--- config.mk ---
export PLATFORM = sky130hd
export DESIGN_NAME = line_rasterizer
export DESIGN_NICKNAME = d
export VERILOG_FILES = /design/src/rtl/lr_pkg.sv /design/src/rtl/lr_ctrl.sv /design/src/rtl/lr_dp.sv /design/src/rtl/line_rasterizer.sv
export SDC_FILE = /design/constraint.sdc
export NUM_CORES = 1
export LEC_CHECK = 0
export ABC_AREA = 1
export BUFFER_PORTS_ARGS = -buffer_cell sky130_fd_sc_hd__buf_2
export CORE_MARGIN = 4
export CORE_UTILIZATION = 55
export DETAILED_ROUTE_END_ITERATION = 8
export PLACE_DENSITY = 0.85
export SLEW_MARGIN = 0
export SYNTH_ARGS = -nofsm -noshare
export SYNTH_HDL_FRONTEND = slang
export SYNTH_SLANG_ARGS = --single-unit
export TNS_END_PERCENT = 20
--- constraint.sdc ---
create_clock -name clk -period 6.08 [get_ports clk]
set_input_delay 0.912 -clock clk [delete_from_list [all_inputs] [get_ports clk]]
set_output_delay 0.912 -clock clk [all_outputs]
set_load 0.01 [all_outputs]
--- src/rtl/lr_pkg.sv ---
// Shared definitions for the line rasterizer: field widths, defaults and
// the command and status groups between the controller and the datapath.
// No dependencies.
`timescale 1ns / 1ps

package lr_pkg;

  localparam int FIELD_W = 6;
  localparam int COLOR_W = 8;
  localparam int COORD_BITS_DEF = 6;
  localparam int S_DATA_W = 48;
  localparam int M_DATA_W = 40;

  typedef struct packed {
    logic load;
    logic setup;
    logic step;
  } lr_cmd_t;

  typedef struct packed {
    logic at_end;
  } lr_sts_t;

endpackage

--- src/rtl/lr_ctrl.sv ---
// Controller of the line rasterizer: sequences line intake, setup and
// pixel emission. Depends on lr_pkg.
`timescale 1ns / 1ps

module lr_ctrl (
  input  logic            clk,
  input  logic            rst,
  input  logic            s_tvalid,
  output logic            s_tready,
  output logic            m_tvalid,
  input  logic            m_tready,
  input  lr_pkg::lr_sts_t sts,
  output lr_pkg::lr_cmd_t cmd
);
  import lr_pkg::*;

  typedef enum logic [2:0] {
    ST_IDLE  = 3'b001,
    ST_SETUP = 3'b010,
    ST_RUN   = 3'b100
  } state_t;

  state_t state;
  state_t state_next;

  always_ff @(posedge clk) begin
    if (rst) begin
      state <= ST_IDLE;
    end else begin
      state <= state_next;
    end
  end

  always_comb begin
    state_next = state;
    cmd = '0;
    s_tready = 1'b0;
    m_tvalid = 1'b0;
    unique case (state)
      ST_IDLE: begin
        s_tready = 1'b1;
        if (s_tvalid) begin
          cmd.load = 1'b1;
          state_next = ST_SETUP;
        end
      end
      ST_SETUP: begin
        cmd.setup = 1'b1;
        state_next = ST_RUN;
      end
      ST_RUN: begin
        m_tvalid = 1'b1;
        if (m_tready) begin
          if (sts.at_end) begin
            state_next = ST_IDLE;
          end else begin
            cmd.step = 1'b1;
          end
        end
      end
      default: begin
        state_next = ST_IDLE;
      end
    endcase
  end

endmodule

--- src/rtl/lr_dp.sv ---
// Datapath of the line rasterizer: endpoint and color registers, run
// normalization and the incremental exact-floor minor axis stepper.
// Depends on lr_pkg.
`timescale 1ns / 1ps

module lr_dp #(
  parameter int COORD_BITS = lr_pkg::COORD_BITS_DEF
) (
  input  logic                        clk,
  input  lr_pkg::lr_cmd_t             cmd,
  output lr_pkg::lr_sts_t             sts,
  input  logic [lr_pkg::FIELD_W-1:0]  x_start,
  input  logic [lr_pkg::FIELD_W-1:0]  y_start,
  input  logic [lr_pkg::FIELD_W-1:0]  x_end,
  input  logic [lr_pkg::FIELD_W-1:0]  y_end,
  input  logic [lr_pkg::COLOR_W-1:0]  red,
  input  logic [lr_pkg::COLOR_W-1:0]  green,
  input  logic [lr_pkg::COLOR_W-1:0]  blue,
  output logic [lr_pkg::FIELD_W-1:0]  pix_x,
  output logic [lr_pkg::FIELD_W-1:0]  pix_y,
  output logic [lr_pkg::COLOR_W-1:0]  pix_red,
  output logic [lr_pkg::COLOR_W-1:0]  pix_grn,
  output logic [lr_pkg::COLOR_W-1:0]  pix_blue
);
  import lr_pkg::*;

  localparam int CB = COORD_BITS;

  logic [CB-1:0] x1, y1, x2, y2;
  logic [COLOR_W-1:0] red_q, green_q, blue_q;

  logic                steep;
  logic [CB-1:0]       pos;
  logic [CB-1:0]       end_pos;
  logic [CB-1:0]       minor;
  logic [CB-1:0]       den;
  logic signed [CB:0]  delta;
  logic signed [CB+1:0] rem;

  logic signed [CB:0] dx_s, dy_s;
  logic [CB:0]        adx_w, ady_w;
  logic               steep_w, swap_w;
  logic [CB-1:0]      maj_a, maj_b, min_a, min_b;
  logic signed [CB+1:0] rem_sum, den_s;

  always_comb begin
    dx_s = $signed({1'b0, x2}) - $signed({1'b0, x1});
    dy_s = $signed({1'b0, y2}) - $signed({1'b0, y1});
    adx_w = dx_s[CB] ? (CB+1)'(-dx_s) : dx_s;
    ady_w = dy_s[CB] ? (CB+1)'(-dy_s) : dy_s;
    steep_w = ady_w > adx_w;
    swap_w = steep_w ? (y1 > y2) : (x1 > x2);
    if (steep_w) begin
      maj_a = swap_w ? y2 : y1;
      maj_b = swap_w ? y1 : y2;
      min_a = swap_w ? x2 : x1;
      min_b = swap_w ? x1 : x2;
    end else begin
      maj_a = swap_w ? x2 : x1;
      maj_b = swap_w ? x1 : x2;
      min_a = swap_w ? y2 : y1;
      min_b = swap_w ? y1 : y2;
    end
  end

  assign den_s = $signed({2'b00, den});
  assign rem_sum = rem + $signed({delta[CB], delta});

  always_ff @(posedge clk) begin
    if (cmd.load) begin
      x1 <= x_start[CB-1:0];
      y1 <= y_start[CB-1:0];
      x2 <= x_end[CB-1:0];
      y2 <= y_end[CB-1:0];
      red_q <= red;
      green_q <= green;
      blue_q <= blue;
    end
    if (cmd.setup) begin
      steep <= steep_w;
      pos <= maj_a;
      end_pos <= maj_b;
      minor <= min_a;
      den <= maj_b - maj_a;
      delta <= $signed({1'b0, min_b}) - $signed({1'b0, min_a});
      rem <= '0;
    end else if (cmd.step) begin
      pos <= pos + 1'b1;
      if (!delta[CB] && (rem_sum >= den_s)) begin
        rem <= rem_sum - den_s;
        minor <= minor + 1'b1;
      end else if (delta[CB] && rem_sum[CB+1]) begin
        rem <= rem_sum + den_s;
        minor <= minor - 1'b1;
      end else begin
        rem <= rem_sum;
      end
    end
  end

  assign sts.at_end = (pos == end_pos);
  assign pix_x = FIELD_W'(steep ? minor : pos);
  assign pix_y = FIELD_W'(steep ? pos : minor);
  assign pix_red = red_q;
  assign pix_grn = green_q;
  assign pix_blue = blue_q;

endmodule

--- src/rtl/line_rasterizer.sv ---
// Line rasterizer top level: stream ports, controller and datapath.
// Depends on lr_pkg, lr_ctrl and lr_dp.
`timescale 1ns / 1ps

// One line is taken per item and its pixels leave one per cycle along the
// major axis while the output is not stalled, lowest coordinate first, with
// tlast on the final pixel. A line has 1 to 2^COORD_BITS pixels. The
// accepting cycle latches the line, the setup state normalizes it and loads
// the stepper, then pixels leave from the minor-axis remainder register,
// which adds the minor delta and makes at most one correction against the
// major length each step. The next line can be accepted in the cycle after
// the last pixel is delivered. An output stall holds the current pixel. A new
// line is taken only once the previous line's last pixel has been delivered.

module line_rasterizer #(
  parameter int COORD_BITS = lr_pkg::COORD_BITS_DEF
) (
  input  logic                         clk,
  input  logic                         rst,
  // x_start[5:0], y_start[11:6], x_end[17:12], y_end[23:18],
  // red[31:24], green[39:32], blue[47:40]
  input  logic [lr_pkg::S_DATA_W-1:0]  s_tdata,
  input  logic                         s_tvalid,
  output logic                         s_tready,
  // pix_x[5:0], pix_y[11:6], pix_red[19:12], pix_grn[27:20],
  // pix_blue[35:28], zero[39:36]
  output logic [lr_pkg::M_DATA_W-1:0]  m_tdata,
  output logic                         m_tvalid,
  input  logic                         m_tready,
  output logic                         m_tlast
);
  import lr_pkg::*;

  lr_cmd_t cmd;
  lr_sts_t sts;
  logic [FIELD_W-1:0] pix_x, pix_y;
  logic [COLOR_W-1:0] pix_red, pix_grn, pix_blue;

  lr_ctrl u_ctrl (
    .clk      (clk),
    .rst      (rst),
    .s_tvalid (s_tvalid),
    .s_tready (s_tready),
    .m_tvalid (m_tvalid),
    .m_tready (m_tready),
    .sts      (sts),
    .cmd      (cmd)
  );

  lr_dp #(
    .COORD_BITS (COORD_BITS)
  ) u_dp (
    .clk       (clk),
    .cmd       (cmd),
    .sts       (sts),
    .x_start   (s_tdata[5:0]),
    .y_start   (s_tdata[11:6]),
    .x_end     (s_tdata[17:12]),
    .y_end     (s_tdata[23:18]),
    .red       (s_tdata[31:24]),
    .green     (s_tdata[39:32]),
    .blue      (s_tdata[47:40]),
    .pix_x     (pix_x),
    .pix_y     (pix_y),
    .pix_red   (pix_red),
    .pix_grn   (pix_grn),
    .pix_blue  (pix_blue)
  );

  assign m_tdata = {4'b0000, pix_blue, pix_grn, pix_red, pix_y, pix_x};
  assign m_tlast = sts.at_end;

  a_no_overlap: assert property (@(posedge clk) disable iff (rst)
    !(s_tready && m_tvalid))
    else $error("input ready while a pixel is pending");

  a_setup_gap: assert property (@(posedge clk) disable iff (rst)
    (s_tvalid && s_tready) |=> !m_tvalid)
    else $error("pixel shown before line setup");

  a_run_continues: assert property (@(posedge clk) disable iff (rst)
    (m_tvalid && m_tready && !m_tlast) |=> m_tvalid)
    else $error("line ended before its last pixel");

  a_back_to_idle: assert property (@(posedge clk) disable iff (rst)
    (m_tvalid && m_tready && m_tlast) |=> s_tready)
    else $error("not ready for a new line after the last pixel");

endmodule
Word level (Yosys, flattened, before mapping)
Index checks and enable logic that the tools add are counted.
{"block": "word_totals", "ff_bits": 91, "input_bits": 52, "out_inout_bits": 43, "word_cells": 78}
{"block": "op_classes", "add_sub_neg": 12, "magnitude_cmp": 4, "n_eq_ne": 7, "mux": 33, "reduce_logical": 7}
{"op": "2-to-1 mux 6 bit", "n": 16}
{"op": "subtractor 6 x 6 -> 7 bit", "n": 3}
{"op": "adder 8 x 7 -> 8 bit", "n": 2}
{"op": "2-to-1 mux 8 bit", "n": 2}
{"op": "2-to-1 mux 7 bit", "n": 2}
{"op": "negation 7 bit", "n": 2}
{"op": "adder 6 x 1 -> 6 bit, second input constant", "n": 2}
{"op": "greater-than comparator 6 bit", "n": 2}
{"op": "2-to-1 mux 1 bit", "n": 9}
{"op": "2-to-1 mux 3 bit", "n": 3}
{"op": "case mux 3 bit (3 select lines)", "n": 1}
{"op": ">= comparator 8 x 7 -> 1 bit", "n": 1}
{"op": "subtractor 8 x 7 -> 8 bit", "n": 1}
{"op": "greater-than comparator 7 bit", "n": 1}
{"op": "equality test 6 bit", "n": 1}
{"op": "inequality test 2 bit, second input constant", "n": 3}
{"op": "subtractor 6 x 1 -> 6 bit, second input constant", "n": 1}
{"op": "subtractor 6 bit", "n": 1}
{"op": "equality test 3 x 1 -> 1 bit, second input constant", "n": 1}
{"op": "equality test 3 x 2 -> 1 bit, second input constant", "n": 1}
{"op": "equality test 3 bit, second input constant", "n": 1}
{"op": "AND reduction 3 bit", "n": 1}
{"op": "nonzero test 3 bit", "n": 1}
{"op": "logical AND 1 bit", "n": 2}
{"op": "3 further kinds", "n": 3}

Longest topological paths before layout
Gate-level depths: netlist of the first run.
{"block": "depth", "word_depth": 8, "mapped_depth": 37, "ltp_nobuf": 36}

Modules after synthesis
Synthesis of the first run repeated with hierarchy kept, for this count alone.
{"block": "hier_totals", "hier_cells": 756, "area_unflattened_um2": 6525.0}
{"mod": "lr_dp", "instances": 1, "cells_each": 726, "area_per_inst_um2": 6318.6, "seq_area_each_um2": 2562.5}
{"mod": "lr_ctrl", "instances": 1, "cells_each": 25, "area_per_inst_um2": 172.7, "seq_area_each_um2": 60.1}
{"mod": "line_rasterizer", "instances": 1, "cells_each": 5, "area_per_inst_um2": 33.8, "seq_area_each_um2": 0.0}

Worst setup path before layout of the first run
No wires, ideal clock.
{"block": "synth_timing", "kind": "register -> register", "startpoint": "reg u_dp.x1[0]", "endpoint": "reg u_dp.den[5] (data pin)", "setup_time_ns": 0.252, "t_arrival_ns": 4.324, "required_ns": 5.828, "path_slack_ns": 1.504, "stages_incl_launch_ff": 36, "n_path_buf": 2, "synth_period_minus_slack_ns": 4.576, "path_cell_list": "edfxtp_1 ha_1 fa_1 inv_1 a21oi_1 o21bai_1 nand2_1 nand2_1 nand2_1 nand2_1 inv_1 o21ai_0 xor2_1 inv_1 ha_1 nand2_2 inv_1 a21oi_2 nand2_4 nand2_4 nand2_4 nand2_4 buf_8 buf_6 nand2_1 o21ai_0 inv_1 o21ai_0 ha_1 a21o_1 nand2_1 nand2_1 nand2_1 nand2_1 nand2_1 nand2_1"}
{"block": "synth_between", "elab_chain_cells": 8, "elab_cells_between_ends": 13, "classes_between": "add/sub: 3; order compare: 2; mux: 8"}
{"element": "start, declared", "line": "lr_dp.sv:29", "source": "logic [CB-1:0] x1, y1, x2, y2;"}
{"element": "start signal, assigned", "line": "lr_dp.sv:71", "source": "x1 <= x_start[CB-1:0];"}
{"element": "subtractor 6 x 6 -> 7 bit", "line": "lr_dp.sv:47", "source": "dx_s = $signed({1'b0, x2}) - $signed({1'b0, x1});"}
{"element": "negation 7 bit", "line": "lr_dp.sv:49", "source": "adx_w = dx_s[CB] ? (CB+1)'(-dx_s) : dx_s;"}
{"element": "2-to-1 mux 7 bit", "line": "lr_dp.sv:49"}
{"element": "greater-than comparator 7 bit", "line": "lr_dp.sv:51", "source": "steep_w = ady_w > adx_w;"}
{"element": "2-to-1 mux 1 bit", "line": "lr_dp.sv:52", "source": "swap_w = steep_w ? (y1 > y2) : (x1 > x2);"}
{"element": "2-to-1 mux 6 bit, on equally long branches", "line": "lr_dp.sv:60, lr_dp.sv:55"}
{"element": "2-to-1 mux 6 bit *", "line": "lr_dp.sv:53", "source": "if (steep_w) begin"}
{"element": "named net u_dp.maj_b[1]", "line": "lr_dp.sv:43", "source": "logic [CB-1:0] maj_a, maj_b, min_a, min_b;"}
{"element": "subtractor 6 bit *", "line": "lr_dp.sv:84", "source": "den <= maj_b - maj_a;"}
{"element": "end signal, assigned", "line": "lr_dp.sv:84"}
{"element": "end, declared", "line": "lr_dp.sv:36", "source": "logic [CB-1:0] den;"}
The timed path passes the listed nets; every way through them passes the cells marked *.
A chain may end at the register's enable or synchronous reset.

Worst setup path after layout of the first run
Same ends and word-level chain as after synthesis.

==> results_dict.tcl, run 1 <==
set metrics [dict create \
    vias_per_cell 5.25 \
    cts_hold_buf 0 \
    cp_slowest_cell "o21ai_0" \
    io_buffers 90 \
    final.fill_count 916 \
    power.leakage_nw 3.51 \
    num_vias 5128 \
    mostFrequentLayoutCell "nand2_1" \
    antenna_found_initial 0 \
    hp-class "reg -> reg" \
    syn_avg_cell_area_um2 8.60 \
    postRouteAntennaNets 0 \
    r2r-end "u_dp.den[5]$_DFFE_PP_" \
    worst_pin_slew_ns 0.726 \
    antenna_cells 0 \
    critical_path.endpoint "u_dp.den[5]$_DFFE_PP_" \
    drt_iter0_markers 301 \
    cp_slowest_stage_delay_ns 0.44 \
    crit_path_frequent_cell "nand2_1" \
    rrSetupSlack_ns 0.61 \
    p_total_w 0.00417 \
    h-tree-depth 3 \
    crit_fanout 42 \
    fin_skew_ns 0.00796 \
    syn-cell-area_um2 6370 \
    yosysSeqAreaShare_pct 41.1 \
    synth_ff_type "edfxtp_1" \
    finalNonFillerCells 977 \
    tns_ns 0 \
    gr-usage-all-layers_pct 21.3 \
    grt_pass1_vias 4862 \
    worstSetupStartpoint "u_dp.x1[0]$_DFFE_PP_" \
    post_drt_wl_per_cell_um 14.0 \
    drive_gt1_share_pct 17.0 \
    die_w_um 116 \
    cts_num_sinks 91 \
    synthToLayoutAreaGrowth_pct 13.9 \
    dpl.hpwl_mm 10.7 \
    cp-end-kind "flip-flop" \
    hold_violations 0 \
    grt_pass1_wl_mm 22.5 \
    startpoint_type "flip-flop" \
    synth_cell_type_count 45 \
    r2r_cells 33 \
    finalMaxSlewViolations 0 \
    cts_tree "done" \
    fmax_mhz 183 \
    io_pins 95 \
    worstPathRequired_ns 6.18 \
    fin_crit_ns 5.47 \
    whs_ns 0.465 \
    first_pass_iters 5 \
    status "complete, no violations" \
    place_congestion 0.910 \
    layout_common_cells "nand2_1 (184), inv_1 (105), buf_2 (90)" \
    clk_latency_ns 0.34 \
    remaining_drc_errors 0 \
    cts-root-buf "clkbuf_16" \
    power_per_cell_area_nw_per_um2 574 \
    clk_path_buf_depth 2 \
    max-vdd-ir-drop_mv 0.345 \
    core_area_um2 11400 \
    numPlacedInstances 961 \
    synth-async-reset-ratio_pct 0 \
    grt_max_degree 49 \
    reg2reg_from "u_dp.x1[0]$_DFFE_PP_" \
    ys_warn_count 0 \
    rsz0062_at_grt "no" \
    crit_type "reg -> reg" \
    cp.arrival_ns 5.57 \
    synth_edf_count 80 \
    post-route-period-util_pct 89.9 \
    syn_inst 741 \
    die_area_um2 13400 \
    die_height_um 116 \
    wl_mm 13.7 \
    maxCapViolations 0 \
    clk_pin_slew_ns 0.07 \
    min_from "u_dp.rem[2]$_SDFFE_PP0P_" \
    gr-total-overflow 0 \
    cts_setup_buffers 0 \
    rows 39 \
    cts_resized 0 \
    ys_seq_elements 91 \
    nets 944 \
    setup-violations-final 0 \
    initial_core_util_pct 56.1 \
    numCtsBuffers 9 \
    relSlewSlack_pct 51.4 \
]
-- worst min path at each step --
stage               slack, ns  cells after the start                       end
CTS                      0.46                      2  u_dp.rem[2]$_SDFFE_PP0P_
floorplan                0.43                      2  u_dp.rem[0]$_SDFFE_PP0P_
finish                   0.46                      2  u_dp.rem[2]$_SDFFE_PP0P_
global placement         0.45                      2  u_dp.rem[0]$_SDFFE_PP0P_
detailed placement       0.45                      2  u_dp.rem[2]$_SDFFE_PP0P_
global route             0.48                      2  u_dp.rem[2]$_SDFFE_PP0P_
-- cell usage after synthesis (6+ instances only) --
cell type  number  share of area [%]
o21ai_0        59                4.6
edfxtp_1       80                 38
dfxtp_1        11                3.5
nand3_1        38                3.0
buf_4           6               0.71
a21oi_1        32                2.5
o21ai_2         8                1.1
nand2_1       184                 11
inv_1         105                6.2
fa_1            8                2.5
ha_1           55                 11
o21ai_1        11               0.86
a31oi_1         6               0.59
nand2_2         7               0.69
xor2_1         29                4.0
xnor2_1        13                1.8
nor2_1         30                1.8
-- layer usage --
| layer | up-vias | track usage [%] | part of all wire (%) | wire [µm] |
|---|---|---|---|---|
| met5 | - | 0 | 0 | 0 |
| met1 | 2279 | 28.3 | 43 | 5920 |
| li1 | 2627 | - | - | - |
| met4 | 0 | 6.88 | 2.1 | 286 |
| met2 | 197 | 34.3 | 46 | 6340 |
| met3 | 25 | 5.48 | 8.1 | 1100 |
-- layout make-up --
cell class / instances / area, µm² / share of cell area (%)
flip-flops and latches: 91 / 2620 / 36.1
clock inverters: 7 / 108 / 1.48
repair buffers: 93 / 473 / 6.52
multi-input cells: 527 / 3250 / 44.8
inverters: 107 / 402 / 5.53
clock buffers: 9 / 225 / 3.10
well taps: 143 / 179 / 2.47
-- through the flow --
step	setup slack, ns	util, %	instance area, µm²
floorplan	1.50	-	6380
global placement	1.08	60.9	6920
detailed placement	0.763	60.9	6920
CTS	0.651	63.8	7260
global route	0.164	63.8	7260
finish	0.612	63.8	7260
-- power by group --
part	internal, W	switching (W)	total [W]
sequential	0.000906	0.0000285	0.000934
combinational	0.000931	0.00169	0.00262
clock	0.000367	0.000248	0.000616
total	0.00220	0.00196	0.00417
-- logic make-up after synthesis --
group,share of synthesized area [%]
other,0.0588
AOI/OAI and AO/OA,11.2
buffers and inverters,8.28
adders and majority gates,13.3
xor gates and xnor gates,5.77
DFF,41.1
and+or+nand+nor,20.2
-- state kept, by name (all words and copies together) (netlist names), 3 cells and up --
register	count
u_dp.y1	6
u_dp.pix_blue	8
u_dp.x2	6
u_dp.delta	7
u_dp.x1	6
u_dp.pix_grn	8
u_dp.pos	6
u_ctrl.state	3
u_dp.y2	6
u_dp.rem	8
u_dp.end_pos	6
u_dp.minor	6
u_dp.den	6
u_dp.pix_red	8
-- critical path, delay by kind of cell (launching register included) --
kind / cells / cell delay (ns)
AO/OA/AOI/OAI: 7 / 1.26
XOR/XNOR: 1 / 0.20
adder cells (fa/ha/maj): 4 / 1.26
buffers and inverters: 5 / 0.38
flip-flops: 1 / 0.43
AND/OR/NAND/NOR: 16 / 1.68
No activity file was read; power rests on OpenSTA's default activity.
==> run 2, diff against run 1 <==
--- a/config.mk
+++ b/config.mk
@@ -6,11 +6,11 @@
 export NUM_CORES = 1
 export LEC_CHECK = 0
 export ABC_AREA = 1
-export BUFFER_PORTS_ARGS = -buffer_cell sky130_fd_sc_hd__buf_2
 export CORE_MARGIN = 4
 export CORE_UTILIZATION = 55
 export DETAILED_ROUTE_END_ITERATION = 8
-export PLACE_DENSITY = 0.85
+export DONT_BUFFER_PORTS = 1
+export PLACE_DENSITY = 0.78
 export SLEW_MARGIN = 0
 export SYNTH_ARGS = -nofsm -noshare
 export SYNTH_HDL_FRONTEND = slang
==> run 2 against run 1 <==
  * Non-clock buffer count is 90 lower
  * Power down 2.5%
  * Sequential cell count did not move
  * Fmax grew 3.6%
  * Clock skew grew 0.0029 ns
  * Final cell count decreased by 9.2%
  * Largest power group unchanged
  * Wire length shrank 2.8%
  * Via count fell by 5.3%
==> results_dict.tcl, run 2 (same netlist as run 1, synthesis figures left out) <==
set metrics [dict create \
    io_pins 95 \
    first_pass_iters 5 \
    grt.met3_usage_pct 6.01 \
    cts_resized 0 \
    worstPathRequired_ns 6.19 \
    gr-usage-all-layers_pct 20.5 \
    die_area_um2 13400 \
    clk_path_buf_depth 2 \
    drive_gt1_share_pct 6.99 \
    max-vdd-ir-drop_mv 0.335 \
    clk_latency_ns 0.35 \
    power_per_cell_area_nw_per_um2 600 \
    power.leakage_nw 3.14 \
    wl_mm 13.3 \
    hold_violations 0 \
    cts_hold_buf 0 \
    cp_slowest_cell "edfxtp_1" \
    cts_tree "done" \
    place_congestion 0.897 \
    cp.arrival_ns 5.39 \
    dpl.hpwl_mm 10.8 \
    crit_path_frequent_cell "nand2_1" \
    worst_pin_slew_ns 0.762 \
    postRouteAntennaNets 0 \
    grt_pass1_wl_mm 21.8 \
    fmax_mhz 190 \
    top_usage_layer "met2" \
    io_buffers 0 \
    vias_per_cell 5.48 \
    use_met2_pct 35.9 \
    cp_slowest_stage_delay_ns 0.42 \
    tns_ns 0 \
    synthToLayoutAreaGrowth_pct 6.30 \
    drt_iter0_markers 324 \
    nets 854 \
    antenna_found_initial 1 \
    fin_crit_ns 5.28 \
    crit_type "reg -> reg" \
    regArea_um2 2620 \
    h-tree-depth 3 \
    relSlewSlack_pct 49.0 \
    p_total_w 0.00406 \
    cts_setup_buffers 0 \
    grt_max_degree 49 \
    rsz0062_at_grt "no" \
    startpoint_type "flip-flop" \
    die_w_um 116 \
    finalMaxSlewViolations 0 \
    crit_fanout 42 \
    rows 39 \
    antenna_cells 0 \
    die_height_um 116 \
    use_met1_pct 24.1 \
    layout_common_cells "nand2_1 (184), inv_1 (105), edfxtp_1 (80)" \
    setup-violations-final 0 \
    post-route-period-util_pct 86.8 \
    hp-class "reg -> reg" \
    core_area_um2 11400 \
    maxCapViolations 0 \
    grt_pass1_vias 4815 \
    numCtsBuffers 9 \
    final.fill_count 958 \
    gr-total-overflow 0 \
    post_drt_wl_per_cell_um 15.0 \
    multi_input_area_um2 3250 \
    cp-end-kind "flip-flop" \
    initial_core_util_pct 56.1 \
    num_vias 4857 \
    fin_skew_ns 0.0109 \
    cts_num_sinks 91 \
    mostFrequentLayoutCell "nand2_1" \
    cts-root-buf "clkbuf_16" \
    clk_pin_slew_ns 0.07 \
    remaining_drc_errors 0 \
    status "complete, no violations" \
]
-- run 2: worst paths after layout --
check | start | to | cells past startpoint | slack (ns)
worst max register to register | u_dp.x1[0]$_DFFE_PP_ | u_dp.den[5]$_DFFE_PP_ | 33 | 0.80
worst min-delay path | u_dp.rem[5]$_SDFFE_PP0P_ | u_dp.rem[5]$_SDFFE_PP0P_ | 2 | 0.46
worst min register to register | u_dp.rem[5]$_SDFFE_PP0P_ | u_dp.rem[5]$_SDFFE_PP0P_ | 2 | 0.46
worst max-delay path | u_dp.x1[0]$_DFFE_PP_ | u_dp.den[5]$_DFFE_PP_ | 33 | 0.80
-- run 2: final cells by class --
cell class	instances	share of cell area, %
Clock buffer	9	3.32
Clock inverter	7	1.13
Inverter	107	5.93
Multi-Input combinational cell	527	47.9
Sequential cell	91	38.7
Tap cell	143	2.64
Timing Repair Buffer	3	0.332
-- run 2: power by group --
group	internal [W]	switching [W]	leakage (nW)
Combinational	0.000903	0.00166	2.16
Clock	0.000291	0.000261	0.148
Sequential	0.000907	0.0000368	0.836
-- run 2: routing by layer --
| layer | routed length (µm) | part of all wire [%] |
|---|---|---|
| met1 | 5330 | 40 |
| met5 | 13 | 0.098 |
| met2 | 6740 | 51 |
| met3 | 846 | 6.4 |
| met4 | 337 | 2.5 |
-- run 2: critical path, delay by kind of cell, from the launching register on --
family,cells,cell delay (ns)
buffers and inverters,5,0.35
AND/OR/NAND/NOR,16,1.67
adder cells (fa/ha/maj),4,1.22
flip-flops,1,0.42
AO/OA/AOI/OAI,7,1.19
XOR/XNOR,1,0.18
-- run 2: metrics by stage --
step	std cells	setup slack (ns)	area [µm²]	hold WS [ns]	util (%)
finish	887	0.804	6780	0.465	59.6
CTS	887	0.786	6780	0.465	59.6
global placement	871	1.05	6470	0.444	56.9
global route	887	0.245	6780	0.490	59.6
floorplan	744	1.50	6380	0.432	-
detailed placement	871	0.791	6470	0.454	56.9
